### src/design/compass_heading_from_xy_macros.svh
// assertion macros for the compass heading block
`ifndef COMPASS_HEADING_FROM_XY_MACROS_SVH
`define COMPASS_HEADING_FROM_XY_MACROS_SVH

// same-cycle implication
`define CHFXY_ASSERT_IMPLIES(label, clk, rst, ante, cons) \
   label: assert property (@(posedge clk) disable iff (rst) (ante) |-> (cons)) \
      else $error("implication check failed");

// next-cycle implication
`define CHFXY_ASSERT_NEXT(label, clk, rst, ante, cons) \
   label: assert property (@(posedge clk) disable iff (rst) (ante) |=> (cons)) \
      else $error("next-cycle check failed");

`endif

### src/design/chfxy_pkg.sv
// shared types, constants and arctangent table for the compass heading block
`default_nettype none

package chfxy_pkg;

   localparam int CORDIC_STEPS_DEF = 16;
   localparam int TABLE_LEN        = 24;
   localparam int FIELD_W          = 16;
   localparam int FRAC_SHIFT       = 16;
   localparam int XY_W             = 35;
   localparam int Z_W              = 25;
   localparam int ATAN_W           = 21;
   localparam int ANGLE_SHIFT      = 8;
   localparam int SUM_W            = 27;
   localparam int DEG_W            = SUM_W - ANGLE_SHIFT;
   localparam int HEAD_W           = 16;

   localparam logic signed [Z_W-1:0]   HALF_TURN_Q8 = 25'sd4608000;
   localparam logic signed [SUM_W-1:0] ROUND_HALF   = 27'sd128;
   localparam logic signed [DEG_W-1:0] FULL_TURN    = 19'sd36000;
   localparam logic signed [DEG_W-1:0] TWO_TURNS    = 19'sd72000;
   localparam logic [HEAD_W-1:0]       FULL_TURN_U  = 16'd36000;
   localparam logic [FIELD_W-1:0]      DECL_RESET   = 16'd603;

   // round(atan(2^-i) in degrees * 25600)
   localparam logic [ATAN_W-1:0] ATAN_Q8 [TABLE_LEN] = '{
      21'd1152000, 21'd680065, 21'd359328, 21'd182400,
      21'd91554,   21'd45822,  21'd22916,  21'd11459,
      21'd5730,    21'd2865,   21'd1432,   21'd716,
      21'd358,     21'd179,    21'd90,     21'd45,
      21'd22,      21'd11,     21'd6,      21'd3,
      21'd1,       21'd1,      21'd0,      21'd0
   };

   typedef struct packed {
      logic signed [XY_W-1:0] x;
      logic signed [XY_W-1:0] y;
      logic signed [Z_W-1:0]  z;
      logic                   zero;
   } cordic_type;

endpackage

`default_nettype wire

### src/design/chfxy_cell.sv
// one vectoring cordic iteration with its pipeline register
`default_nettype none

module chfxy_cell
   import chfxy_pkg::*;
#(
   parameter int STAGE = 0
) (
   input  wire logic       clock,
   input  wire logic       reset,
   input  wire logic       en,
   input  wire logic       in_valid,
   input  wire cordic_type in_data,
   output logic            out_valid,
   output cordic_type      out_data
);

   logic signed [XY_W-1:0] x_cur;
   logic signed [XY_W-1:0] y_cur;
   logic signed [XY_W-1:0] x_sh;
   logic signed [XY_W-1:0] y_sh;
   logic signed [Z_W-1:0]  z_cur;
   logic signed [Z_W-1:0]  step_angle;
   logic                   y_pos;

   logic       valid_ff;
   logic       valid_in;
   cordic_type data_ff;
   cordic_type data_in;

   assign x_cur      = in_data.x;
   assign y_cur      = in_data.y;
   assign z_cur      = in_data.z;
   assign x_sh       = x_cur >>> STAGE;
   assign y_sh       = y_cur >>> STAGE;
   assign step_angle = $signed({{(Z_W-ATAN_W){1'b0}}, ATAN_Q8[STAGE]});
   assign y_pos      = !y_cur[XY_W-1] && (y_cur != '0);

   always_comb begin
      data_in.zero = in_data.zero;
      if (y_pos) begin
         data_in.x = x_cur + y_sh;
         data_in.y = y_cur - x_sh;
         data_in.z = z_cur + step_angle;
      end else begin
         data_in.x = x_cur - y_sh;
         data_in.y = y_cur + x_sh;
         data_in.z = z_cur - step_angle;
      end
   end

   assign valid_in = en ? in_valid : valid_ff;

   always_ff @(posedge clock) begin
      if (reset) begin
         valid_ff <= 1'b0;
      end else begin
         valid_ff <= valid_in;
      end
   end

   always_ff @(posedge clock) begin
      if (en) begin
         data_ff <= data_in;
      end
   end

   assign out_valid = valid_ff;
   assign out_data  = data_ff;

endmodule

`default_nettype wire

### config.mk
export PLATFORM = sky130hd
export DESIGN_NAME = chfxy_cell
export DESIGN_NICKNAME = d
export VERILOG_FILES = /design/src/design/compass_heading_from_xy_macros.svh /design/src/design/chfxy_pkg.sv /design/src/design/chfxy_cell.sv
export SDC_FILE = /design/constraint.sdc
export NUM_CORES = 1
export LEC_CHECK = 0
export BUFFER_PORTS_ARGS = -buffer_cell sky130_fd_sc_hd__buf_2
export CAP_MARGIN = 20
export CORE_MARGIN = 3
export CORE_UTILIZATION = 58
export CTS_BUF_LIST = sky130_fd_sc_hd__clkbuf_8
export CTS_CLUSTER_DIAMETER = 30
export CTS_CLUSTER_SIZE = 28
export DETAILED_ROUTE_END_ITERATION = 8
export GPL_TIMING_DRIVEN = 1
export PLACE_DENSITY = 0.84
export SYNTH_ARGS = -nofsm -noshare
export SYNTH_HDL_FRONTEND = slang
export SYNTH_SLANG_ARGS = --single-unit
### constraint.sdc
create_clock -name clock -period 4.9 [get_ports clock]
set_input_delay 0.245 -clock clock [delete_from_list [all_inputs] [get_ports clock]]
set_output_delay 0.245 -clock clock [all_outputs]
set_load 0.01 [all_outputs]
==> impl_metrics.toml, run 1 <==
[outcome]
status = "complete, no violations"

[die]
ios = 197
initial_utilization = 0.6007
die_y_um = 135.0
coreArea_mm2 = 0.01606
dieArea_mm2 = 0.01822
die_w_um = 135.0
num_rows = 46

[sta]
hold_viol_final = 0
tns_ns = 0
fmax_mhz = 273.2
rsz0062_at_grt = "no"
fin_crit_sh = 0.7471
drv_slew = 0
fin_crit_ns = 3.661
clock_skew_ns = 0
slew_headroom = 0.3002
tightest_slew_ns = 1.036
whs_ns = 0.01920
setup_viol = 0

[cts]
numCtsBuffers = 9
clock_latency_ns = 0.39
cts-resized-gates = 0
cts_tree = "built"
clock_sinks = 96
cts_root_buffer = "clkbuf_8"
clkTransAtPathRegs_ns = 0.10
h-tree-depth = 3
cts_buffer_depth = 2

[critical_path]
crit_path_end_kind = "flop"
path_buf_inv = 3
startpoint_type = "input pin"
r2r_start = "out_valid$_SDFFE_PP0P_"
path_cells = "buf_2 > nor4_1 > nand3_1 > nor3_1 > buf_4 > nor2_4 > inv_1 > ha_1 > a21o_1 > a21oi_1 > o21bai_1 > a31o_1 > a41o_1 > o41ai_1 > o21bai_1 > a21oi_1 > xnor2_1"
cp-startpoint = "in_data[48]"
r2r_setup_slack_ns = 4.28
critPathMaxStageDelay_ns = 0.54
critPathArrivalTime_ns = 3.82
cp_slowest_cell = "nor4_1"
required_ns = 5.06
crit_type = "input pin to flop"
crit_fanout = 13
critical_path.top_delay_family = "compound AO/OA/AOI/OAI gates"

[min_path]
hp-class = "input pin to flop"
hold_start = "in_data[6]"

[power_and_ir_drop]
p_int_mw = 1.730
seqPwrFrac = 0.389
cellPowerDensity_mw_per_mm2 = 258.2
power.share.combinational = 0.426
p_leak_nw = 5.013
power_mw = 2.838
netSwitchingFraction = 0.3904
ir_drop_mv = 0.1346
p_sw_mw = 1.108
power_frac_clock = 0.186

[yosys]
ys.flop_type = "edfxtp_1"
synth_top_area_cell = "edfxtp_1"
synth_cell_type_count = 72
synth_area_mm2 = 0.009647
synth_top_cell_area_share = 0.2957
synth.area.top_cells = "edfxtp_1, ha_1, a21oi_1"
synth_area_per_cell_um2 = 8.590
syn-instance-count = 1123
synth_seq_cells = 96
syn_nets = 1342
async_flop_share = 0
ys_seq_area_frac = 0.2978
yosys_warnings = 0
synth_edf_count = 95

[flow_run]
cap_violations = 0

[global_routing]
grt_max_degree = 72
grt_use_total = 0.3230
antenna_found_initial = 3
grt_pass1_vias = 8852
grt_pass1_wl_um = 46690
gr-total-overflow = 0

[layout]
n_fill_cell = 1323
fin_nets = 1512
final_cell_count_no_fill = 1515
mostFrequentLayoutCell = "buf_2"
final_core_util = 0.6847
final_cell_mix = "buf_2, a21oi_1, ha_1, inv_1, edfxtp_1"
final_layout_size_suffix_gt1_frac = 0.1880
area.growth.synth_to_final_pct = 13.97

[detailed_routing]
vias_per_cell = 6.230
num_vias = 9439
finalWirelength_um = 30150
drt_first_pass_iters = 6
drtIter0Drc = 1163
drc_errors = 0
ant_nets = 0
post_drt_wl_per_cell_um = 19.90

[placed_design]
dp_cells = 1495
gp_congestion = 1.031
portBuffers = 196
hpwl_um = 23530
state kept, by name (all words and copies together), names as in the netlist:
register,count
out_data,95
out_valid,1
worst reg2reg max path, stage by stage, from the launching register on:
cell and delay, ns:
dfxtp_1 0.33, mux2i_1 0.14, nor2_1 0.06
what timing repair did:
| item | in CTS | in global routing |
|---|---|---|
| endpoints found under the hold margin | 3 | 0 |
| hold buffers | 3 | 0 |
| setup buffers | 0 | 0 |
layout make-up:
cell class	instances	area (µm²)	area share
multi-input combinational	861	6142	0.5587
sequential	96	2873	0.2613
timing repair buffer	208	1081	0.09833
inverter	117	439.2	0.03995
tap	216	270.3	0.02458
clock buffer	9	123.9	0.01127
clock inverter	7	62.56	0.005690
antenna	1	2.502	0.0002276
layer usage:
layer / up-vias / GRT usage / part of all wire
li1: 4408 / - / -
met1: 4366 / 0.4309 / 0.41
met2: 556 / 0.5286 / 0.46
met3: 105 / 0.05887 / 0.092
met4: 4 / 0.1165 / 0.036
met5: - / 0 / 0.00090
per-stage QoR:
stage | setup slack (ns) | cell area [µm²]
4_1_cts | 1.294 | 10990
6_report | 1.239 | 10990
2_1_floorplan | 0.7770 | 9647
3_3_place_gp | 1.017 | 10780
3_5_place_dp | 0.8683 | 10780
5_1_grt | 1.030 | 10990
cells by family (layout without fill, tap and decap cells):
logic type,count (synthesis),count (layout),share of synthesized area
buffers and inverters,166,341,0.06628
other,0,1,0
muxes,12,12,0.01245
xor gates and xnor gates,80,80,0.07263
DFF,96,96,0.2978
AOI/OAI and AO/OA,371,371,0.2521
adders and majority gates,119,119,0.1575
and+or+nand+nor,279,279,0.1412
synthesized netlist by cell type, types with 5 or more instances:
| library cell | n |
|---|---|
| edfxtp_1 | 95 |
| a21o_1 | 30 |
| xor2_1 | 11 |
| mux2i_1 | 12 |
| a221oi_1 | 5 |
| a311oi_1 | 5 |
| nand3_1 | 19 |
| o31a_1 | 5 |
| nor2_1 | 84 |
| o211ai_1 | 5 |
| clkbuf_1 | 38 |
| a31o_2 | 7 |
| o41ai_1 | 5 |
| ha_1 | 115 |
| xnor2_1 | 69 |
| nand2_1 | 62 |
| inv_1 | 114 |
| nor3_1 | 25 |
| nor4_1 | 19 |
| nand4_1 | 9 |
| o31ai_1 | 12 |
| o21bai_1 | 28 |
| a211o_1 | 8 |
| and2_1 | 6 |
| a211oi_1 | 14 |
| or3_1 | 7 |
| and3_1 | 6 |
| buf_1 | 5 |
| a31oi_1 | 13 |
| o21ai_1 | 12 |
| nor2b_1 | 12 |
| a21oi_1 | 122 |
| nand2b_1 | 10 |
| o21ai_0 | 50 |
| o21a_1 | 13 |
power groups by stage:
| stage | combinational, mW | sequential [mW] | clock [mW] |
|---|---|---|---|
| after global placement | 1.16 | 1.12 | 0 |
| after detailed placement | 1.18 | 1.12 | 0 |
| after floorplan | 0.688 | 1.20 | 0 |
| after CTS | 1.18 | 1.10 | 0.539 |
| after global routing | 1.31 | 1.11 | 0.569 |
| final | 1.21 | 1.10 | 0.527 |
path summary, 6_finish.rpt:
path | cells past startpoint | endpoint
max reg2reg | 2 | out_valid$_SDFFE_PP0P_
min | 1 | out_data[6]$_DFFE_PP_
max | 17 | out_data[24]$_DFFE_PP_
min reg2reg | 2 | out_valid$_SDFFE_PP0P_
Note: power is estimated with default switching activity, not from simulation.
==> run 2, diff against run 1 <==
==> constraint.sdc (replaced) <==
create_clock -name clock -period 3.6 [get_ports clock]
set_input_delay 0.18 -clock clock [delete_from_list [all_inputs] [get_ports clock]]
set_output_delay 0.18 -clock clock [all_outputs]
set_load 0.01 [all_outputs]
==> impl_metrics.toml, run 2 (synthesized netlist as in run 1, its figures left out) <==
[sta]
tightest_slew_ns = 0.6556
fin_crit_sh = 0.9398
clock_skew_ns = 0
setup_viol = 0
fin_crit_ns = 3.383
drv_slew = 0
hold_viol_final = 0
slew_headroom = 0.5629
fmax_mhz = 295.6

[cts]
cts_buffer_depth = 2
clock_sinks = 96
cts_tree = "built"
numCtsBuffers = 9
h-tree-depth = 3
clkTransAtPathRegs_ns = 0.11
clock_latency_ns = 0.41
cts_root_buffer = "clkbuf_8"
cts_setup_buffers = 0

[placed_design]
gp_congestion = 1.042
portBuffers = 196
dp_cells = 1577
hpwl_um = 24890

[min_path]
hp-class = "input pin to flop"

[critical_path]
crit_path_end_kind = "flop"
path_cells = "buf_2 > nor4_2 > buf_4 > nand3_1 > buf_4 > nor3_2 > nor2_4 > inv_1 > buf_4 > ha_1 > a21oi_1 > o21bai_1 > a31oi_1 > o21ai_0 > o41ai_2 > o21bai_1 > a21oi_1 > xnor2_1"
required_ns = 3.77
cp_common_cell = "buf_4"
critPathArrivalTime_ns = 3.55
crit_fanout = 9
critPathMaxStageDelay_ns = 0.35
crit_type = "input pin to flop"
cp_slowest_cell = "nor4_2"
startpoint_type = "input pin"

[power_and_ir_drop]
power_mw = 3.989
p_sw_mw = 1.535
netSwitchingFraction = 0.3848
power.share.combinational = 0.445
power_frac_clock = 0.177
p_leak_nw = 5.448
ir_drop_mv = 0.1899
seqPwrFrac = 0.378
cellPowerDensity_mw_per_mm2 = 340.2
p_int_mw = 2.454

[detailed_routing]
finalWirelength_um = 31100
drtIter0Drc = 1101
routed.top_layer = "met5"
post_drt_wl_per_cell_um = 19.38
drc_errors = 0
ant_nets = 0
num_vias = 9821
drt_first_pass_iters = 6
wl_met3_um = 2961
met1_length_um = 12400
route.met2.wl_um = 14580
vias_per_cell = 6.119

[layout]
mostFrequentLayoutCell = "buf_2"
final_cell_mix = "buf_2, a21oi_1, ha_1, inv_1, edfxtp_1"
area.growth.synth_to_final_pct = 21.54
final_cell_count_no_fill = 1605
final_layout_size_suffix_gt1_frac = 0.2376
fin_nets = 1603
n_antenna_cell = 0
largest_reg_flops = 95

[global_routing]
grt_pass1_vias = 9424
gr-total-overflow = 0
grt_pass1_wl_um = 48350
grt_max_degree = 60
antenna_found_initial = 1
grt_use_total = 0.3331

[die]
dieArea_mm2 = 0.01822
num_rows = 46
die_y_um = 135.0
die_w_um = 135.0
initial_utilization = 0.6007
ios = 197
coreArea_mm2 = 0.01606

[flow_run]
cap_violations = 0

[outcome]
status = "complete, no violations"
-- run 2: changes by cell type in the layout (fill, tap and decap cells not counted), sizes merged --
cell         previous run  this run
buf                   205       287
clkinv                  3         4
clkinvlp                0         1
diode                   1         0
dlygate4sd3             3        12
inv                   121       119
-- run 2: critical path, delay by kind of cell --
kind	cells	cell delay, ns
buffers and inverters	5	0.75
xor gates and xnor gates	1	0.08
adders and majority gates	1	0.27
and+or+nand+nor	4	0.81
AOI/OAI and AO/OA	7	1.45
-- run 2: what timing repair did --
action	CTS	global route
hold buffers	12	0
endpoints found under the setup margin	1	3
endpoints found under the hold margin	12	0
resized for setup	1	2
-- run 2: worst paths after layout --
kind                                             start                      to  slack [ns]  depth (start not counted)
worst min register to register  out_valid$_SDFFE_PP0P_  out_valid$_SDFFE_PP0P_        0.55                          2
worst max-delay path                       in_data[48]  out_data[25]$_DFFE_PP_        0.22                         18
worst min-delay path                          in_valid  out_valid$_SDFFE_PP0P_        0.03                          3
worst max register to register  out_valid$_SDFFE_PP0P_  out_valid$_SDFFE_PP0P_        2.99                          2
-- run 2: through the flow --
stage | instance area [µm²] | setup WS, ns | util | hold WS, ns | setup TNS [ns]
CTS | 11710 | 0.1073 | 0.7293 | 0.03466 | 0
global placement | 11400 | -0.1576 | 0.7097 | 0.3380 | -0.3661
floorplan | 9656 | 0.009513 | - | 0.2524 | 0
global route | 11730 | -0.008553 | 0.7302 | 0.04863 | -0.008553
detailed placement | 11400 | -0.4410 | 0.7097 | 0.3510 | -1.245
finish | 11730 | 0.2166 | 0.7302 | 0.02689 | 0
-- run 2: power groups by stage --
stage / combinational, mW / sequential [mW] / clock, mW
final: 1.78 / 1.51 / 0.706
after CTS: 1.74 / 1.51 / 0.712
after detailed placement: 1.72 / 1.53 / 0
after global routing: 1.91 / 1.52 / 0.760
after floorplan: 0.937 / 1.63 / 0
after global placement: 1.69 / 1.53 / 0
-- run 2: layer usage --
metal,track usage,vias up
met1,0.4314,4566
met5,0,-
li1,-,4581
met3,0.06371,94
met4,0.1271,2
met2,0.5548,578
-- run 2: cell type report --
class,instances,area [µm²]
repair buffers,299,1787
well taps,216,270.3
inverters,117,439.2
clock buffers,9,123.9
clock inverters,7,65.06
fillers,1290,4333
multi-input cells,861,6167
flip-flops and latches,96,2873
==> run 3, diff against run 2 <==
--- a/config.mk
+++ b/config.mk
@@ -8,13 +8,12 @@
 export BUFFER_PORTS_ARGS = -buffer_cell sky130_fd_sc_hd__buf_2
 export CAP_MARGIN = 20
 export CORE_MARGIN = 3
-export CORE_UTILIZATION = 58
+export CORE_UTILIZATION = 41
 export CTS_BUF_LIST = sky130_fd_sc_hd__clkbuf_8
 export CTS_CLUSTER_DIAMETER = 30
 export CTS_CLUSTER_SIZE = 28
 export DETAILED_ROUTE_END_ITERATION = 8
 export GPL_TIMING_DRIVEN = 1
-export PLACE_DENSITY = 0.84
 export SYNTH_ARGS = -nofsm -noshare
 export SYNTH_HDL_FRONTEND = slang
 export SYNTH_SLANG_ARGS = --single-unit
==> impl_metrics.toml, run 3 (synthesized netlist as in run 1, its figures left out) <==
[placed_design]
hpwl_um = 25700
gp_congestion = 0.9425
dp_cells = 1698
portBuffers = 196
place_area_mm2 = 0.01170

[critical_path]
cp_slowest_cell = "nor4_1"
crit_type = "input pin to flop"
crit_fanout = 4
startpoint_type = "input pin"
path_cells = "buf_2 > nor4_1 > nand3_1 > buf_4 > nor3_2 > nor2_4 > clkinv_1 > ha_1 > a21o_1 > a21oi_1 > o21bai_1 > a31o_1 > a41o_1 > o41ai_1 > o21bai_1 > a21oi_1 > xnor2_1"
crit_path_end_kind = "flop"
critPathMaxStageDelay_ns = 0.45
required_ns = 3.75
critPathArrivalTime_ns = 3.42

[cts]
cts_setup_buffers = 0
clock_sinks = 96
cts_buffer_depth = 2
clock_latency_ns = 0.39
cts-resized-gates = 0
cts_root_buffer = "clkbuf_8"
numCtsBuffers = 9
cts_hold_buffers = 12
h-tree-depth = 3
clkTransAtPathRegs_ns = 0.10
cts_tree = "built"

[flow_run]
cap_violations = 0

[global_routing]
gr-total-overflow = 0
grt_pass1_wl_um = 50300
grt_use_total = 0.2460
grt_max_degree = 77
antenna_found_initial = 0
grt_pass1_vias = 9389

[detailed_routing]
drc_errors = 0
ant_nets = 0
post_drt_wl_per_cell_um = 18.68
drtIter0Drc = 716
vias_per_cell = 5.564
drt_first_pass_iters = 5
num_vias = 9603
finalWirelength_um = 32250

[layout]
fin_nets = 1627
design_area_mm2 = 0.01201
final_cell_count_no_fill = 1726
n_antenna_cell = 0
final_cell_mix = "buf_2, a21oi_1, buf_4, ha_1, inv_1"
largest_reg_flops = 95
final_layout_size_suffix_gt1_frac = 0.2484
area.growth.synth_to_final_pct = 24.45
mostFrequentLayoutCell = "buf_2"

[power_and_ir_drop]
cellPowerDensity_mw_per_mm2 = 335.4
netSwitchingFraction = 0.3838
ir_drop_mv = 0.1683
p_leak_nw = 5.549
seqPwrFrac = 0.374
p_int_mw = 2.481
power.share.combinational = 0.447
power_frac_clock = 0.179
p_sw_mw = 1.546

[die]
initial_utilization = 0.4222
num_rows = 55
die_w_um = 159.4
ios = 197
dieArea_mm2 = 0.02541
die_y_um = 159.4
coreArea_mm2 = 0.02285

[min_path]
hp-class = "input pin to flop"

[sta]
fin_crit_sh = 0.9061
fmax_mhz = 306.5
slew_headroom = 0.3295
rsz0062_at_grt = "no"
hold_viol_final = 0
clock_skew_ns = 0
drv_slew = 0
setup_viol = 0
fin_crit_ns = 3.262
tightest_slew_ns = 1.006

[outcome]
status = "complete, no violations"
[run 3: cell types whose count changed in the layout (fill, tap and decap cells not counted), sizes merged]
cell      change
clkinv        -1
clkinvlp      +1
buf          +24
[run 3: area by class of cell]
type | instances | area [µm²]
Sequential cell | 96 | 2873
Tap cell | 313 | 391.6
Clock inverter | 7 | 63.81
Timing Repair Buffer | 323 | 1967
Inverter | 117 | 439.2
Fill cell | 2260 | 10840
Clock buffer | 9 | 123.9
Multi-Input combinational cell | 861 | 6147
[run 3: critical path: cells and delay by family]
family	cells	cell delay [ns]
and+or+nand+nor	4	0.98
adders and majority gates	1	0.23
buffers and inverters	3	0.37
xor gates and xnor gates	1	0.08
AOI/OAI and AO/OA	8	1.60
[run 3: worst paths after layout]
kind | end | depth (start not counted) | from | slack (ns)
worst min-delay path | out_valid$_SDFFE_PP0P_ | 3 | in_valid | 0.03
worst max-delay path | out_data[24]$_DFFE_PP_ | 17 | in_data[41] | 0.34
worst min register to register | out_valid$_SDFFE_PP0P_ | 2 | out_valid$_SDFFE_PP0P_ | 0.51
worst max register to register | out_valid$_SDFFE_PP0P_ | 2 | out_valid$_SDFFE_PP0P_ | 3.01
[run 3: metal layers]
| layer | up-vias | global-route usage | wire (µm) |
|---|---|---|---|
| li1 | 4635 | - | - |
| met1 | 4550 | 0.3367 | 14620 |
| met2 | 370 | 0.4048 | 14940 |
| met3 | 48 | 0.03460 | 1851 |
| met4 | 0 | 0.07481 | 836 |
| met5 | - | 0 | 0 |
[run 3: power by group through the flow]
stage	clock, mW	sequential (mW)	combinational, mW
floorplan	0	1.63	0.937
global placement	0	1.53	1.76
detailed placement	0	1.53	1.76
CTS	0.760	1.51	1.78
global route	0.791	1.53	1.96
finish	0.721	1.51	1.80
[run 3: stage by stage]
step	setup slack (ns)	setup TNS, ns	hold slack, ns	power [mW]	util
after global placement	-0.08889	-0.1611	0.3402	3.291	0.5120
after global routing	0.02954	0	0.02698	4.273	0.5255
final	0.3379	0	0.02924	4.027	0.5255
after detailed placement	-0.08151	-0.1214	0.3413	3.296	0.5120
after CTS	0.3467	0	0.009455	4.054	0.5255
after floorplan	0.009513	0	0.2524	2.568	-
